### src/design/mp2d_rem_unit.sv
`default_nettype none
// ----------------------------------------------------------------------------
// mp2d_rem_unit
// Bit-serial restoring remainder: one dividend bit per cycle.
// ----------------------------------------------------------------------------
module mp2d_rem_unit #(
  parameter int DIVIDEND_W = 10,
  parameter int DIVISOR_W  = 11
) (
  input  logic                  clk_i,
  input  logic                  rst_ni,
  input  logic                  start_i,
  input  logic [DIVIDEND_W-1:0] dividend_i,
  input  logic [DIVISOR_W-1:0]  divisor_i,
  output logic                  busy_o,
  output logic [DIVISOR_W-1:0]  rem_o
);

  localparam int CW = $clog2(DIVIDEND_W + 1);

  logic                  busy_q;
  logic [CW-1:0]         cnt_q;
  logic [DIVIDEND_W-1:0] sh_q;
  logic [DIVISOR_W-1:0]  rem_q;
  logic [DIVISOR_W-1:0]  rem_d;
  logic [DIVISOR_W:0]    trial;

  always_comb begin
    trial = {rem_q, sh_q[DIVIDEND_W-1]};
    if (trial >= {1'b0, divisor_i}) begin
      rem_d = DIVISOR_W'(trial - {1'b0, divisor_i});
    end else begin
      rem_d = DIVISOR_W'(trial);
    end
  end

  always_ff @(posedge clk_i or negedge rst_ni) begin
    if (!rst_ni) begin
      busy_q <= 1'b0;
      cnt_q  <= '0;
    end else if (start_i) begin
      busy_q <= 1'b1;
      cnt_q  <= CW'(DIVIDEND_W);
    end else if (busy_q) begin
      cnt_q <= cnt_q - CW'(1);
      if (cnt_q == CW'(1)) begin
        busy_q <= 1'b0;
      end
    end
  end

  always_ff @(posedge clk_i) begin
    if (start_i) begin
      sh_q  <= dividend_i;
      rem_q <= '0;
    end else if (busy_q) begin
      sh_q  <= sh_q << 1;
      rem_q <= rem_d;
    end
  end

  assign busy_o = busy_q;
  assign rem_o  = rem_q;

endmodule
`default_nettype wire

### config.mk
export PLATFORM = sky130hd
export DESIGN_NAME = mp2d_rem_unit
export DESIGN_NICKNAME = d
export VERILOG_FILES = /design/src/design/mp2d_rem_unit.sv
export SDC_FILE = /design/constraint.sdc
export NUM_CORES = 1
export LEC_CHECK = 0
export BUFFER_PORTS_ARGS = -buffer_cell sky130_fd_sc_hd__buf_2
export CORE_MARGIN = 2
export CORE_UTILIZATION = 40
export CTS_CLUSTER_DIAMETER = 40
export DETAILED_ROUTE_END_ITERATION = 10
export PLACE_DENSITY = 0.71
export SYNTH_ARGS = -nofsm -noshare
export SYNTH_HDL_FRONTEND = slang
export SYNTH_SLANG_ARGS = --single-unit
### constraint.sdc
create_clock -name clk_i -period 4.5 [get_ports clk_i]
set_input_delay 0.225 -clock clk_i [delete_from_list [all_inputs] [get_ports clk_i]]
set_output_delay 0.225 -clock clk_i [all_outputs]
set_load 0.02 [all_outputs]
==> results.sh <==
export IMPL_nNetsFinal=261
export IMPL_drive_above_1_share_pct=24.32
export IMPL_clock_sinks=26
export IMPL_row_count=23
export IMPL_design_die_area_mm2=0.004822
export IMPL_synthesis_nets=224
export IMPL_critical_path_depth=9
export IMPL_share_comb_of_total_power_pct=52.1
export IMPL_fin_worst_skew_ps=2.863
export IMPL_seq_power_share_pct=30.7
export IMPL_cts_htree_levels=1
export IMPL_worst_setup_path_startpoint="sh_q[9]"
export IMPL_clkLatencyLatePin_ps=280
export IMPL_cts_hold_buffers=1
export IMPL_cp_arrival_ps=2850
export IMPL_floorplan_die_height_um=69.44
export IMPL_netlist_area_before_placement_mm2=0.001713
export IMPL_final_max_slew_violation_count=0
export IMPL_synth_seq_area_share_pct=37.69
export IMPL_grt_usage_pct=16.36
export IMPL_share_of_yosys_cell_area_claimed_by_the_top_area_cell_type_pct=17.53
export IMPL_required_worst_endpoint_ps=4700
export IMPL_synth_compound_gate_area_share_pct=18.99
export IMPL_cts_repair_resize_count=0
export IMPL_detailedRoute_firstPassIterationCount=4
export IMPL_cp_top_family="simple AND/OR/NAND/NOR gates"
export IMPL_root_buffer="sky130_fd_sc_hd__clkbuf_8"
export IMPL_p_int_mw=0.6730
export IMPL_cts_path_max_buffers=2
export IMPL_share_of_synthesized_cell_area_in_full_adder_half_adder_and_majority_cells_pct=10.66
export IMPL_worst_path_max_fanout=8
export IMPL_place_ws_ps=1878
export IMPL_port_buffers=35
export IMPL_outcome="finished, final reports clean"
export IMPL_maxCapViolCount=0
export IMPL_route_detailed_vias_per_inst=5.379
export IMPL_clkTransAtPathRegs_ps=90
export IMPL_synth_async_sr_flop_share_pct=19.23
export IMPL_route_antenna_remaining_nets=0
export IMPL_grt_max_degree=21
export IMPL_first_iter_violations=77
export IMPL_library_cell_with_the_highest_instance_count_after_synthesis="sky130_fd_sc_hd__nand2_1"
export IMPL_worst_hold_path_type="in -> reg"
export IMPL_regToRegSetupSlack_ps=1850
export IMPL_first_global_vias=1387
export IMPL_worst_ir_drop_vdd_v=0.0002061
export IMPL_num_fill_cells=393
export IMPL_wire_length_after_detailed_routing_um=3783
export IMPL_clock_fmax_mhz=376.7
export IMPL_synthXorXnorAreaFrac_pct=3.579
export IMPL_synth_cells=186
export IMPL_ys_warnings_count=0
export IMPL_totalNegativeSetupSlack_ps=0
export IMPL_r2r_worst_path_cells=9
export IMPL_postPlaceCellArea_mm2=0.001928
export IMPL_power_share_switching_pct=41.68
export IMPL_cp_endpoint="rem_o[6]"
export IMPL_grt_antenna_before_repair=0
export IMPL_rsz0062_at_grt="no"
export IMPL_timing_setup_critical_path_class="reg -> reg"
export IMPL_power_density_cell_area_mw_per_mm2=574.3
export IMPL_report_final_setup_viol=0
export IMPL_floorplan_die_width_um=69.44
export IMPL_synthesis_area_per_instance_um2=9.209
export IMPL_grt_pass1_wl_um=6417
export IMPL_timing_rr_end="rem_o[6]"
export IMPL_layout_setup_ws_ps=1846
export IMPL_cts_buffers_inserted=3
export IMPL_synthDominantAreaCellType="sky130_fd_sc_hd__edfxtp_1"
export IMPL_worst_hold_slack_ps=239.7
export IMPL_num_vias=1463
export IMPL_yosys_top_cells_count="19 x sky130_fd_sc_hd__nand2_1, 18 x sky130_fd_sc_hd__inv_1, 15 x sky130_fd_sc_hd__o21ai_0"
export IMPL_synthTopCellsByArea="sky130_fd_sc_hd__edfxtp_1 18%, sky130_fd_sc_hd__dfxtp_1 13%, sky130_fd_sc_hd__ha_1 9.5%"
export IMPL_num_antenna_cells=0
export IMPL_drt_drc_violations_left=0
export IMPL_final_min_clock_period_ps=2654
export IMPL_core_area_mm2=0.004058
export IMPL_layout_area_overhead_vs_synth_pct=17.31
export IMPL_floorplan_io_pins=36
export IMPL_worst_path_max_delay_cell="sky130_fd_sc_hd__fa_1"
export IMPL_place_gp_congestion=0.9779
export IMPL_part_of_the_cycle_the_worst_path_needs_pct=58.99
export IMPL_synth_distinct_cells=47
export IMPL_slew_margin_rel_pct=48.74
export IMPL_pwr_share_clk_pct=17.2
export IMPL_dominantRegCellSynth="sky130_fd_sc_hd__dfxtp_1"
export IMPL_worst_path_buf_inv=1
export IMPL_critical_path_max_stage_delay_ps=410
export IMPL_netSwitchingPower_mw=0.4810
export IMPL_max_slew_worst_pin_slew_ps=766.1
export IMPL_r2r_start="sh_q[9]"
export IMPL_dominant_combinational_cell_family_by_area_after_synthesis="compound AO/OA/AOI/OAI gates"
export IMPL_basic_gate_share_of_the_synthesized_area_counting_and_or_nand_and_nor_cells_pct=16.73
export IMPL_finalInstanceArea_mm2=0.002009
export IMPL_cells_along_the_critical_path="inv_1 -> ha_1 -> fa_1 -> and2b_1 -> o22ai_2 -> a211o_1 -> and2_4 -> or3b_1 -> a311oi_2"
export IMPL_p_leak_nw=0.9464
export IMPL_hold_violations=0
export IMPL_cts_tree="done"
export IMPL_crit_path_end_kind="flop"
export IMPL_dp_final_hpwl_um=2861
export IMPL_number_of_synthesized_flops_with_an_enable_pin=10
export IMPL_synth_seq_cells=26
export IMPL_detail_route_wl_per_cell_um=13.91
export IMPL_cts_setup_buffers=0
export IMPL_start_util_pct=42.21
export IMPL_synthMuxAreaShare_pct=7.085
export IMPL_grt_remaining_overflow=0
export IMPL_start_kind="flop"
## layout by cell type (no fill, tap or decap), types with 3 or more instances in the layout
master / count
sky130_fd_sc_hd__buf_2: 35
sky130_fd_sc_hd__nand2_1: 19
sky130_fd_sc_hd__inv_1: 18
sky130_fd_sc_hd__o21ai_0: 15
sky130_fd_sc_hd__nor2_1: 14
sky130_fd_sc_hd__ha_1: 13
sky130_fd_sc_hd__dfxtp_1: 11
sky130_fd_sc_hd__a21oi_1: 10
sky130_fd_sc_hd__edfxtp_1: 10
sky130_fd_sc_hd__mux2_2: 9
sky130_fd_sc_hd__nand2b_1: 5
sky130_fd_sc_hd__dfrtp_1: 5
sky130_fd_sc_hd__xnor2_1: 4
sky130_fd_sc_hd__o21a_1: 3
sky130_fd_sc_hd__nor3_1: 3
sky130_fd_sc_hd__xor2_1: 3
sky130_fd_sc_hd__clkbuf_8: 3
## power by group through the flow
stage                     clock [mW]  sequential (mW)  combinational (mW)
after floorplan                    0            0.398               0.418
after global placement             0            0.360               0.587
after detailed placement           0            0.360               0.595
after CTS                      0.202            0.355               0.598
after global routing           0.213            0.365               0.668
final                          0.198            0.355               0.601
## cells by family after synthesis
logic type | count (synthesis)
adders and majority gates | 14
muxes | 11
buffers and inverters | 22
and+or+nand+nor | 58
AOI/OAI and AO/OA | 48
xor gates and xnor gates | 7
DFF | 26
## worst register-to-register path: stages, from the launching register on
cell	delay, ps
sky130_fd_sc_hd__edfxtp_1	360
sky130_fd_sc_hd__inv_1	50
sky130_fd_sc_hd__ha_1	200
sky130_fd_sc_hd__fa_1	410
sky130_fd_sc_hd__and2b_1	240
sky130_fd_sc_hd__o22ai_2	110
sky130_fd_sc_hd__a211o_1	370
sky130_fd_sc_hd__and2_4	200
sky130_fd_sc_hd__or3b_1	390
sky130_fd_sc_hd__a311oi_2	240
## final cells by class
cell class | count | area, µm² | share of cell area (%)
Clock buffer | 3 | 41.29 | 2.055
Clock inverter | 1 | 30.03 | 1.494
Inverter | 18 | 67.56 | 3.362
Multi-Input combinational cell | 138 | 977.2 | 48.63
Sequential cell | 26 | 645.6 | 32.13
Tap cell | 50 | 62.56 | 3.113
Timing Repair Buffer | 36 | 185.2 | 9.215
## routing by layer
| layer | vias up | share of wire [%] | GRT usage (%) |
|---|---|---|---|
| li1 | 739 | - | - |
| met2 | 56 | 44 | 25.32 |
| met5 | - | 0 | 0 |
| met3 | 7 | 7.3 | 2.907 |
| met1 | 661 | 47 | 22.70 |
| met4 | 0 | 1.8 | 6.318 |
## sequential cells by signal, summed over array words and instances (netlist names)
name    cells
rem_o      11
sh_q       10
cnt_q       4
busy_o      1
## worst min-delay path by stage
stage	startpoint	end	slack [ps]	depth (start not counted)
2_1_floorplan	rst_ni	busy_o	-70	0
3_3_place_gp	rst_ni	cnt_q[2]	50	1
3_5_place_dp	rst_ni	cnt_q[3]	50	1
4_1_cts	dividend_i[0]	sh_q[0]	240	2
5_1_grt	dividend_i[0]	sh_q[0]	230	2
6_report	dividend_i[0]	sh_q[0]	240	2
## through the flow
stage               power, mW  instances  utilization, %
finish                  1.154        272           49.52
global route            1.245        272           49.52
CTS                     1.155        272           49.52
detailed placement     0.9553        267           47.52
global placement       0.9474        267           47.52
floorplan              0.8155        186               -
Power figures use the tool's default switching activity.
