===== config.mk =====
export PLATFORM = sky130hd
export DESIGN_NAME = mp2d_out_fifo
export DESIGN_NICKNAME = d
export VERILOG_FILES = /design/src/design/mp2d_pkg.sv /design/src/design/mp2d_out_fifo.sv
export SDC_FILE = /design/constraint.sdc
export NUM_CORES = 1
export LEC_CHECK = 0
export BUFFER_PORTS_ARGS = -buffer_cell sky130_fd_sc_hd__buf_2
export CORE_ASPECT_RATIO = 0.5
export CORE_MARGIN = 5
export CORE_UTILIZATION = 55
export DETAILED_ROUTE_END_ITERATION = 16
export GPL_ROUTABILITY_DRIVEN = 1
export GPL_TIMING_DRIVEN = 0
export MAX_ROUTING_LAYER = met4
export PLACE_DENSITY = 0.77
export SLEW_MARGIN = 5
export SYNTH_ARGS = -nofsm -noshare
export SYNTH_HDL_FRONTEND = slang
export SYNTH_SLANG_ARGS = --single-unit

===== constraint.sdc =====
create_clock -name clk_i -period 2.13 [get_ports clk_i]
set_input_delay 0.3195 -clock clk_i [delete_from_list [all_inputs] [get_ports clk_i]]
set_output_delay 0.3195 -clock clk_i [all_outputs]
set_load 0.01 [all_outputs]

===== src/design/mp2d_pkg.sv =====
`default_nettype none
// ----------------------------------------------------------------------------
// mp2d_pkg
// Shared widths, register indexes, status codes and helpers of the streaming
// two-dimensional max pooling core.
// ----------------------------------------------------------------------------
package mp2d_pkg;

  localparam int CFG_W           = 11;   // width of the dimension registers
  localparam int WIN_RAW_W       = 4;    // written width of window_size
  localparam int REG_IDX_W       = 3;
  localparam int CNT_W           = 10;   // column, row and channel counters
  localparam int XW              = 12;   // width for counter/bound compares
  localparam int DIM_LIMIT       = 1024;

  localparam int MAX_WIDTH_DEF   = 1024;
  localparam int MAX_POOL_DEF    = 8;
  localparam int SAMPLE_BITS_DEF = 16;

  localparam int FIFO_DEPTH      = 4;
  localparam int FIFO_PTR_W      = 2;
  localparam int FIFO_CNT_W      = 3;

  typedef enum logic [REG_IDX_W-1:0] {
    REG_PLANE_COUNT  = 3'd0,
    REG_PLANE_HEIGHT = 3'd1,
    REG_PLANE_WIDTH  = 3'd2,
    REG_WINDOW_SIZE  = 3'd3,
    REG_STEP_SIZE    = 3'd4
  } reg_idx_e;

  typedef enum logic [1:0] {
    STATUS_OK     = 2'd0,
    STATUS_WINDOW = 2'd1,
    STATUS_COUNT  = 2'd2
  } status_e;

  // zero reads as one, large values saturate at hi
  function automatic logic [CFG_W-1:0] clamp_dim(input logic [CFG_W-1:0] v,
                                                 input logic [CFG_W-1:0] hi);
    logic [CFG_W-1:0] r;
    if (v == '0) begin
      r = CFG_W'(1);
    end else if (v > hi) begin
      r = hi;
    end else begin
      r = v;
    end
    return r;
  endfunction

endpackage
`default_nettype wire


===== src/design/mp2d_out_fifo.sv =====
`default_nettype none
// ----------------------------------------------------------------------------
// mp2d_out_fifo
// Small result queue between the pooling pipeline and the output channel.
// ----------------------------------------------------------------------------
module mp2d_out_fifo #(
  parameter int DATA_W = 19
) (
  input  logic                            clk_i,
  input  logic                            rst_ni,
  input  logic                            push_i,
  input  logic [DATA_W-1:0]               push_data_i,
  input  logic                            pop_i,
  output logic                            valid_o,
  output logic [DATA_W-1:0]               data_o,
  output logic [mp2d_pkg::FIFO_CNT_W-1:0] count_o
);

  import mp2d_pkg::*;

  logic [DATA_W-1:0]     mem_q [FIFO_DEPTH];
  logic [FIFO_PTR_W-1:0] wr_ptr_q;
  logic [FIFO_PTR_W-1:0] rd_ptr_q;
  logic [FIFO_CNT_W-1:0] count_q;

  always_ff @(posedge clk_i or negedge rst_ni) begin
    if (!rst_ni) begin
      wr_ptr_q <= '0;
      rd_ptr_q <= '0;
      count_q  <= '0;
    end else begin
      if (push_i) begin
        wr_ptr_q <= wr_ptr_q + FIFO_PTR_W'(1);
      end
      if (pop_i) begin
        rd_ptr_q <= rd_ptr_q + FIFO_PTR_W'(1);
      end
      count_q <= count_q + FIFO_CNT_W'(push_i) - FIFO_CNT_W'(pop_i);
    end
  end

  always_ff @(posedge clk_i) begin
    if (push_i) begin
      mem_q[wr_ptr_q] <= push_data_i;
    end
  end

  assign valid_o = (count_q != '0);
  assign data_o  = mem_q[rd_ptr_q];
  assign count_o = count_q;

endmodule
`default_nettype wire


==> flow_metrics.env, run 1 <==
export IMPL_portBuffers=45
export IMPL_crit_family="multiplexers"
export IMPL_synth_top_area_share_pct=72.99
export IMPL_cp_arrival_ps=1640
export IMPL_gp_congestion=0.6807
export IMPL_synth_seq_cells=83
export IMPL_min_period_ps=1960
export IMPL_drt_pass1_iter_count=4
export IMPL_post_route_util_pct=69.10
export IMPL_antenna_found_initial=0
export IMPL_total_power_mw=5.478
export IMPL_cp_max_fo=10
export IMPL_grt_max_degree=20
export IMPL_grt_pass1_wl_microns=7928
export IMPL_hold_viol=0
export IMPL_finClkSkew_ps=3.225
export IMPL_fmax_mhz=510.3
export IMPL_avgSynthCellArea_sq_um=23.69
export IMPL_critPathBufInv=2
export IMPL_worstHoldPathType="in2reg"
export IMPL_track_usage_pct=15.31
export IMPL_tightestPinTransition_ps=1007
export IMPL_wl_per_cell_microns=18.34
export IMPL_vias=1401
export IMPL_fin_nets=219
export IMPL_cts_sink_count=83
export IMPL_grt_ovfl_total=0
export IMPL_hpwlAfterDp_microns=3056
export IMPL_endpoint_kind="primary output"
export IMPL_syn_nets=162
export IMPL_cp_depth=3
export IMPL_ant_nets=0
export IMPL_first_global_vias=1556
export IMPL_yosysTopAreaCell="edfxtp_1"
export IMPL_fill_cells=352
export IMPL_finalCritPeriodShare_pct=92.01
export IMPL_wl_microns=4898
export IMPL_core_area_sq_um=5492
export IMPL_dp_slack_ps=245.9
export IMPL_cts_tree="done"
export IMPL_cts_root_buffer="clkbuf_16"
export IMPL_setup_slack_ps=170.3
export IMPL_fp_dieW_microns=116.6
export IMPL_hold_path_cell_count=1
export IMPL_synth_area_leaders="edfxtp_1, mux4_2, dfrtp_1"
export IMPL_finalSetupTns_ps=0
export IMPL_synth_seq_area_share_pct=78.59
export IMPL_yosys_warnings=0
export IMPL_cpMaxStageDelayCell="mux4_2"
export IMPL_via_per_inst=5.247
export IMPL_synth_area_sq_um=3127
export IMPL_placed_cell_area_sq_um=3443
export IMPL_crit_chain="buf_6 -> mux4_2 -> buf_2"
export IMPL_drive_above_1_share_pct=42.27
export IMPL_start_util_pct=56.94
export IMPL_htree_levels=3
export IMPL_r2r_cells=3
export IMPL_p_leak_nw=1.388
export IMPL_slew_headroom_pct=32.86
export IMPL_io_pins=46
export IMPL_critPathMaxStageDelay_ps=520
export IMPL_ctsResizeCount=0
export IMPL_die_y_microns=63.32
export IMPL_clk_path_buf_depth=2
export IMPL_core_rowCount=19
export IMPL_placedCellCount=250
export IMPL_power_density_nw_per_um2=1443
export IMPL_rsz0062_at_grt="no"
export IMPL_synthesis_instances=132
export IMPL_ys_types=15
export IMPL_final_area_sq_um=3795
export IMPL_cts_buffers=9
export IMPL_status="finished, final reports clean"
export IMPL_maxCapViolations=0
export IMPL_n_antenna_cell=0
export IMPL_die_area_sq_um=7384
export IMPL_ir_worst_vdd_uv=716.3
export IMPL_required_ps=1810
export IMPL_drtIter0Drc=64
export IMPL_setup_viol=0
export IMPL_criticalPathCategory="reg2out"
export IMPL_clk_pin_slew_worst_paths_ps=60
export IMPL_clock_latency_ps=330
export IMPL_hold_worst_slack_ps=207.1
export IMPL_start_kind="flop"
export IMPL_final_max_slew_viol_count=0
export IMPL_syn_to_final_growth_pct=21.37
export IMPL_instances_no_fill=267
export IMPL_drc=0
-- where the power goes --
part	switching, mW	leakage (nW)	internal (mW)
logic	0.765	0.441	0.717
clock network	0.580	0.167	1.14
registers	0.112	0.780	2.16
total	1.46	1.39	4.02
-- worst paths after layout --
kind                                          from  slack, ps                 endpoint
max                        rd_ptr_q[0]$_DFFE_PN0P_        170                data_o[6]
min in group asynchronous                   rst_ni        350     count_o[2]$_DFF_PN0_
min                                push_data_i[18]        210   mem_q[0][18]$_DFFE_PP_
min reg2reg                wr_ptr_q[0]$_DFFE_PN0P_        550  wr_ptr_q[0]$_DFFE_PN0P_
max in group asynchronous                   rst_ni       1620  wr_ptr_q[0]$_DFFE_PN0P_
max reg2reg                wr_ptr_q[0]$_DFFE_PN0P_        290    mem_q[2][3]$_DFFE_PP_
-- cell type report --
| type | count | area, sq um | area share (%) |
|---|---|---|---|
| sequential | 83 | 2457 | 64.75 |
| multi-input combinational | 39 | 614.3 | 16.19 |
| clock inverter | 7 | 116.4 | 3.066 |
| buffer | 4 | 32.53 | 0.8572 |
| inverter | 6 | 22.52 | 0.5935 |
| tap | 73 | 91.34 | 2.407 |
| timing repair buffer | 46 | 235.2 | 6.198 |
| clock buffer | 9 | 225.2 | 5.935 |
-- flip-flops by register name, summed over array words and instances (netlist names) --
| register | cells |
|---|---|
| rd_ptr_q | 2 |
| count_o | 3 |
| wr_ptr_q | 2 |
| mem_q | 76 |
-- metal layers --
metal | global-route usage (%) | vias to the layer above | part of all wire [%]
li1 | - | 653 | -
met2 | 24.00 | 37 | 51
met3 | 4.685 | 4 | 5.1
met4 | 5.579 | 0 | 0.98
met5 | - | - | 0
met1 | 19.09 | 707 | 43
-- cell usage after synthesis (all sizes together) --
library cell	count
edfxtp	76
mux4	19
dfrtp	7
ha	6
inv	6
and2	4
buf	4
xnor2	3
nand2	2
xor2	2
fa	1
o21ai	1
or3	1
-- placed cells by master (no fill, tap or decap), drive strengths merged --
cell	instances
edfxtp	76
buf	49
mux4	19
clkbuf	9
dfrtp	7
inv	6
ha	6
and2	4
clkinv	4
xnor2	3
bufinv	3
xor2	2
nand2	2
or3	1
o21ai	1
fa	1
dlygate4sd3	1
-- logic make-up after synthesis --
group	after synthesis	synth area share, %
muxes	19	13.81
buffers and inverters	10	1.761
DFF	83	78.59
and+or+nand+nor	7	1.241
xor gates and xnor gates	5	1.401
AOI/OAI and AO/OA	1	0.1599
adders and majority gates	7	3.041
-- repair_timing --
item | CTS | global route
setup buffers | 0 | 0
hold buffers | 1 | 0
endpoints found under the hold margin | 7 | 0
(Power assumes the default switching activity.)
==> inputs of run 2 (changes only) <==
--- a/config.mk
+++ b/config.mk
@@ -5,15 +5,18 @@
 export SDC_FILE = /design/constraint.sdc
 export NUM_CORES = 1
 export LEC_CHECK = 0
+export ABC_AREA = 1
 export BUFFER_PORTS_ARGS = -buffer_cell sky130_fd_sc_hd__buf_2
+export CELL_PAD_IN_SITES_DETAIL_PLACEMENT = 1
+export CELL_PAD_IN_SITES_GLOBAL_PLACEMENT = 1
 export CORE_ASPECT_RATIO = 0.5
 export CORE_MARGIN = 5
-export CORE_UTILIZATION = 55
+export CORE_UTILIZATION = 45
 export DETAILED_ROUTE_END_ITERATION = 16
 export GPL_ROUTABILITY_DRIVEN = 1
 export GPL_TIMING_DRIVEN = 0
 export MAX_ROUTING_LAYER = met4
-export PLACE_DENSITY = 0.77
+export PLACE_DENSITY_LB_ADDON = 0.1
 export SLEW_MARGIN = 5
 export SYNTH_ARGS = -nofsm -noshare
 export SYNTH_HDL_FRONTEND = slang
==> constraint.sdc (replaced) <==
create_clock -name clk_i -period 2.13 [get_ports clk_i]
set_input_delay 0.1065 -clock clk_i [delete_from_list [all_inputs] [get_ports clk_i]]
set_output_delay 0.1065 -clock clk_i [all_outputs]
set_load 0.01 [all_outputs]
==> flow_metrics.env, run 2 <==
export IMPL_r2r_start="wr_ptr_q[0]$_DFFE_PN0P_"
export IMPL_power_density_nw_per_um2=1329
export IMPL_grt_ovfl_total=0
export IMPL_hpwlAfterDp_microns=5207
export IMPL_synth_most_common_cell="nand2_1"
export IMPL_synth_seq_cells=83
export IMPL_tightestPinTransition_ps=958.2
export IMPL_maxCapViolations=0
export IMPL_required_ps=2090
export IMPL_placedCellCount=501
export IMPL_cp_arrival_ps=1790
export IMPL_clk_path_buf_depth=2
export IMPL_avgSynthCellArea_sq_um=10.49
export IMPL_synthesis_instances=344
export IMPL_instances_no_fill=539
export IMPL_fin_nets=452
export IMPL_final_max_slew_viol_count=0
export IMPL_ir_worst_vdd_uv=616.7
export IMPL_final_cell_mix="nand2_1, inv_1, edfxtp_1"
export IMPL_clk_pin_slew_worst_paths_ps=60
export IMPL_worstHoldPathType="in2async"
export IMPL_netlist_top_cells_count="nand2_1, inv_1, edfxtp_1"
export IMPL_p_leak_nw=2.147
export IMPL_clock_latency_ps=330
export IMPL_synth_top_area_share_pct=63.22
export IMPL_htree_levels=3
export IMPL_finalCritPeriodShare_pct=85.97
export IMPL_via_per_inst=4.529
export IMPL_n_antenna_cell=0
export IMPL_io_pins=46
export IMPL_r2r_end="mem_q[2][16]$_DFFE_PP_"
export IMPL_portBuffers=45
export IMPL_core_rowCount=23
export IMPL_synth_area_leaders="edfxtp_1, nand2_1, inv_1"
export IMPL_dp_slack_ps=294.4
export IMPL_startpoint="push_i"
export IMPL_hold_viol=0
export IMPL_regArea_sq_um=2457
export IMPL_cp_max_fo=19
export IMPL_drc=0
export IMPL_multi_input_area_sq_um=732.0
export IMPL_drt_pass1_iter_count=4
export IMPL_cts_root_buffer="clkbuf_16"
export IMPL_post_route_util_pct=56.62
export IMPL_min_period_ps=1831
export IMPL_cts_tree="done"
export IMPL_drive_above_1_share_pct=16.86
export IMPL_synth_edf_count=76
export IMPL_finalSetupTns_ps=0
export IMPL_final_area_sq_um=4481
export IMPL_setup_slack_ps=298.9
export IMPL_placed_cell_area_sq_um=3975
export IMPL_cts_buffers=9
export IMPL_die_area_sq_um=10020
export IMPL_synth_seq_area_share_pct=68.08
export IMPL_status="finished, final reports clean"
export IMPL_setup_viol=0
export IMPL_slew_headroom_pct=36.05
export IMPL_die_y_microns=73.33
export IMPL_start_kind="input port"
export IMPL_gp_congestion=0.6841
export IMPL_finClkSkew_ps=3.809
export IMPL_ant_nets=0
export IMPL_fmax_mhz=546.1
export IMPL_grt_pass1_wl_microns=13160
export IMPL_fp_dieW_microns=136.7
export IMPL_wl_per_cell_microns=15.23
export IMPL_track_usage_pct=19.11
export IMPL_yosys_warnings=0
export IMPL_final_common_cell="nand2_1"
export IMPL_async_reset_ff_share_pct=8.434
export IMPL_antenna_found_initial=0
export IMPL_core_area_sq_um=7914
export IMPL_grt_max_degree=20
export IMPL_criticalPathCategory="in2reg"
export IMPL_endpoint_kind="flop"
export IMPL_r2r_cells=4
export IMPL_synth_flop_cell="edfxtp_1"
export IMPL_rsz0062_at_grt="no"
export IMPL_syn_nets=374
export IMPL_drtIter0Drc=136
export IMPL_first_global_vias=2607
export IMPL_largest_reg_flops=76
export IMPL_syn_to_final_growth_pct=24.12
export IMPL_crit_end="mem_q[3][15]$_DFFE_PP_"
export IMPL_wl_microns=8209
export IMPL_rrSetupSlack_ps=350
export IMPL_fill_cells=887
export IMPL_start_util_pct=45.61
export IMPL_yosysTopAreaCell="edfxtp_1"
export IMPL_largest_register="mem_q"
export IMPL_ys_types=14
export IMPL_cts_sink_count=83
export IMPL_synth_area_sq_um=3610
export IMPL_vias=2441
==> run 2: changes by cell type after synthesis, moves of 2 or more <==
cell / delta
and2_1: -4
buf_2: +7
clkbuf_1: +2
inv_1: +82
mux4_2: -18
nand2_1: +104
nand3_1: +40
xnor2_1: -3
==> run 2: layer usage <==
metal  GRT usage (%)  routed length, microns
met1           22.01                    3531
met2           31.68                    4171
met3           5.882                     439
met4           7.709                      65
met5               -                       0
==> run 2: kinds of logic (layout without fill, tap and decap cells) <==
family	count (synthesis)	after routing	synth area share [%]
adders and majority gates	7	7	2.634
xor gates and xnor gates	3	3	0.7280
and+or+nand+nor	147	147	16.78
AOI/OAI and AO/OA	1	1	0.1385
DFF	83	83	68.08
buffers and inverters	103	186	11.65
==> run 2: worst max-delay path, cell delays in order <==
cell and delay [ps]:
dlygate4sd3_1 530, buf_2 110, clkbuf_1 240, nand2_1 90, inv_1 700
==> run 2: power breakdown <==
part	leakage, nW	internal [mW]	switching [mW]
sequential	0.780	2.16	0.104
clock	0.140	0.896	0.579
combinational	1.23	0.759	1.46
==> run 2: worst min-delay path by stage <==
stage	startpoint	cells after the start	slack (ps)	to
after floorplan	rst_ni	0	-190	count_o[0]$_DFF_PN0_
after global placement	rst_ni	1	-40	count_o[0]$_DFF_PN0_
after detailed placement	rst_ni	1	-30	count_o[0]$_DFF_PN0_
after CTS	rst_ni	2	130	rd_ptr_q[0]$_DFFE_PN0P_
after global routing	rst_ni	2	160	rd_ptr_q[1]$_DFFE_PN0P_
final	rst_ni	2	150	count_o[0]$_DFF_PN0_
==> run 2: timing repair <==
action	in CTS	in global routing
hold buffers	22	0
setup buffers	0	0
endpoints found under the hold margin	85	0
resized for setup	0	0
==> run 2: per-stage QoR <==
stage | power [mW] | hold WS, ps
2_1_floorplan | 3.643 | -189.1
3_3_place_gp | 4.416 | -42.88
3_5_place_dp | 4.533 | -34.56
4_1_cts | 6.075 | 128.2
5_1_grt | 6.413 | 157.0
6_report | 5.953 | 150.6
==> run 2: final cells by class <==
| class | count | area share, % |
|---|---|---|
| buffer | 14 | 1.927 |
| clock buffer | 10 | 5.110 |
| clock inverter | 6 | 1.257 |
| inverter | 89 | 7.456 |
| multi-input combinational | 158 | 16.34 |
| sequential | 83 | 54.85 |
| tap | 112 | 3.128 |
| timing repair buffer | 67 | 9.941 |
==> inputs of run 3 (changes only) <==
--- a/config.mk
+++ b/config.mk
@@ -14,7 +14,6 @@
 export CORE_UTILIZATION = 45
 export DETAILED_ROUTE_END_ITERATION = 16
 export GPL_ROUTABILITY_DRIVEN = 1
-export GPL_TIMING_DRIVEN = 0
 export MAX_ROUTING_LAYER = met4
 export PLACE_DENSITY_LB_ADDON = 0.1
 export SLEW_MARGIN = 5
==> flow_metrics.env, run 3 (synthesis gave the netlist of run 2 again) <==
export IMPL_status="finished, final reports clean"
export IMPL_via_per_inst=4.670
export IMPL_placed_cell_area_sq_um=3941
export IMPL_cts_tree="done"
export IMPL_r2r_cells=7
export IMPL_htree_levels=3
export IMPL_clk_pin_slew_worst_paths_ps=60
export IMPL_r2r_start="count_o[0]$_DFF_PN0_"
export IMPL_cp_max_fo=38
export IMPL_largest_register="mem_q"
export IMPL_power_density_nw_per_um2=1327
export IMPL_hold_path_cell_count=1
export IMPL_final_max_slew_viol_count=0
export IMPL_rsz0062_at_grt="no"
export IMPL_grt_max_degree=41
export IMPL_r2r_end="count_o[2]$_DFF_PN0_"
export IMPL_die_y_microns=73.33
export IMPL_ir_worst_vdd_uv=640.7
export IMPL_total_power_mw=5.884
export IMPL_finClkSkew_ps=4.056
export IMPL_wl_per_cell_microns=14.89
export IMPL_instances_no_fill=530
export IMPL_cts_sink_count=83
export IMPL_finalSetupTns_ps=0
export IMPL_min_period_ps=1860
export IMPL_setup_viol=0
export IMPL_start_kind="flop"
export IMPL_largest_reg_flops=76
export IMPL_final_cell_mix="nand2_1, inv_1, edfxtp_1"
export IMPL_drive_above_1_share_pct=16.27
export IMPL_gp_congestion=0.8473
export IMPL_p_leak_nw=2.122
export IMPL_cts_buffers=9
export IMPL_postCtsSetupRepairBufs=0
export IMPL_drt_pass1_iter_count=4
export IMPL_grt_ovfl_total=0
export IMPL_cp_arrival_ps=1750
export IMPL_hold_start="push_data_i[9]"
export IMPL_hold_viol=0
export IMPL_finalCritPeriodShare_pct=87.32
export IMPL_n_antenna_cell=0
export IMPL_antenna_found_initial=0
export IMPL_core_rowCount=23
export IMPL_drtIter0Drc=137
export IMPL_fill_cells=890
export IMPL_cpMostUsedCell="nand2_1"
export IMPL_grt_pass1_wl_microns=12720
export IMPL_start_util_pct=45.61
export IMPL_core_area_sq_um=7914
export IMPL_io_pins=46
export IMPL_maxCapViolations=0
export IMPL_required_ps=2020
export IMPL_endpoint_kind="primary output"
export IMPL_syn_to_final_growth_pct=22.88
export IMPL_placedCellCount=494
export IMPL_rrSetupSlack_ps=570
export IMPL_final_area_sq_um=4436
export IMPL_track_usage_pct=17.96
export IMPL_die_area_sq_um=10020
export IMPL_slew_headroom_pct=53.55
export IMPL_wl_microns=7894
export IMPL_setup_slack_ps=270.1
export IMPL_post_route_util_pct=56.05
export IMPL_dp_slack_ps=560.9
export IMPL_cpMaxStageDelayCell="inv_2"
export IMPL_portBuffers=45
export IMPL_tightestPinTransition_ps=695.7
export IMPL_criticalPathCategory="reg2out"
export IMPL_fp_dieW_microns=136.7
export IMPL_critPathMaxStageDelay_ps=510
export IMPL_drc=0
export IMPL_worstHoldPathType="in2reg"
export IMPL_first_global_vias=2649
export IMPL_vias=2475
export IMPL_holdPathEnd="mem_q[0][9]$_DFFE_PP_"
export IMPL_fmax_mhz=537.7
export IMPL_clk_path_buf_depth=2
export IMPL_hold_worst_slack_ps=15.99
export IMPL_fin_nets=443
export IMPL_ant_nets=0
export IMPL_final_common_cell="nand2_1"
export IMPL_crit_chain="inv_2 -> nand2_1 -> nand3_1 -> nand2_1 -> buf_2"
export IMPL_clock_latency_ps=340
export IMPL_hpwlAfterDp_microns=4990
export IMPL_cts_root_buffer="clkbuf_16"
-- run 3: how the worst max path moves through the flow --
| stage | start | end | slack (ps) | cells past startpoint |
|---|---|---|---|---|
| 6_report | rd_ptr_q[0]$_DFFE_PN0P_ | data_o[12] | 270 | 5 |
| 3_3_place_gp | count_o[0]$_DFF_PN0_ | count_o[2]$_DFF_PN0_ | 650 | 7 |
| 5_1_grt | rd_ptr_q[0]$_DFFE_PN0P_ | data_o[12] | 110 | 5 |
| 2_1_floorplan | count_o[0]$_DFF_PN0_ | count_o[2]$_DFF_PN0_ | 600 | 7 |
| 4_1_cts | rd_ptr_q[0]$_DFFE_PN0P_ | data_o[12] | 260 | 5 |
| 3_5_place_dp | count_o[0]$_DFF_PN0_ | count_o[2]$_DFF_PN0_ | 560 | 7 |
-- run 3: final cells by class --
class | instances | area [sq um] | share of cell area (%)
Clock inverter | 6 | 65.06 | 1.467
Timing Repair Buffer | 72 | 478.0 | 10.78
Tap cell | 112 | 140.1 | 3.159
Multi-Input combinational cell | 158 | 732.0 | 16.50
Clock buffer | 10 | 229.0 | 5.162
Sequential cell | 83 | 2457 | 55.40
Inverter | 89 | 334.1 | 7.532
-- run 3: repair_timing --
action,in CTS,in global routing
hold buffers,20,0
resized for setup,0,0
hold endpoints to repair,80,0
-- run 3: critical path: cells and delay by family (launching register included) --
| kind | cells | cell delay, ps |
|---|---|---|
| buffers and inverters | 2 | 650 |
| DFF | 1 | 390 |
| and+or+nand+nor | 3 | 360 |
-- run 3: layer usage --
layer  track usage (%)  part of all wire (%)
met4             5.587                   1.4
met1             18.72                    41
met5                 -                     0
met3             5.609                   5.1
met2             32.93                    53
-- run 3: report_power, final --
part,internal (mW),switching [mW],total (mW)
Clock,0.908,0.588,1.50
Combinational,0.703,1.41,2.12
Sequential,2.15,0.118,2.27
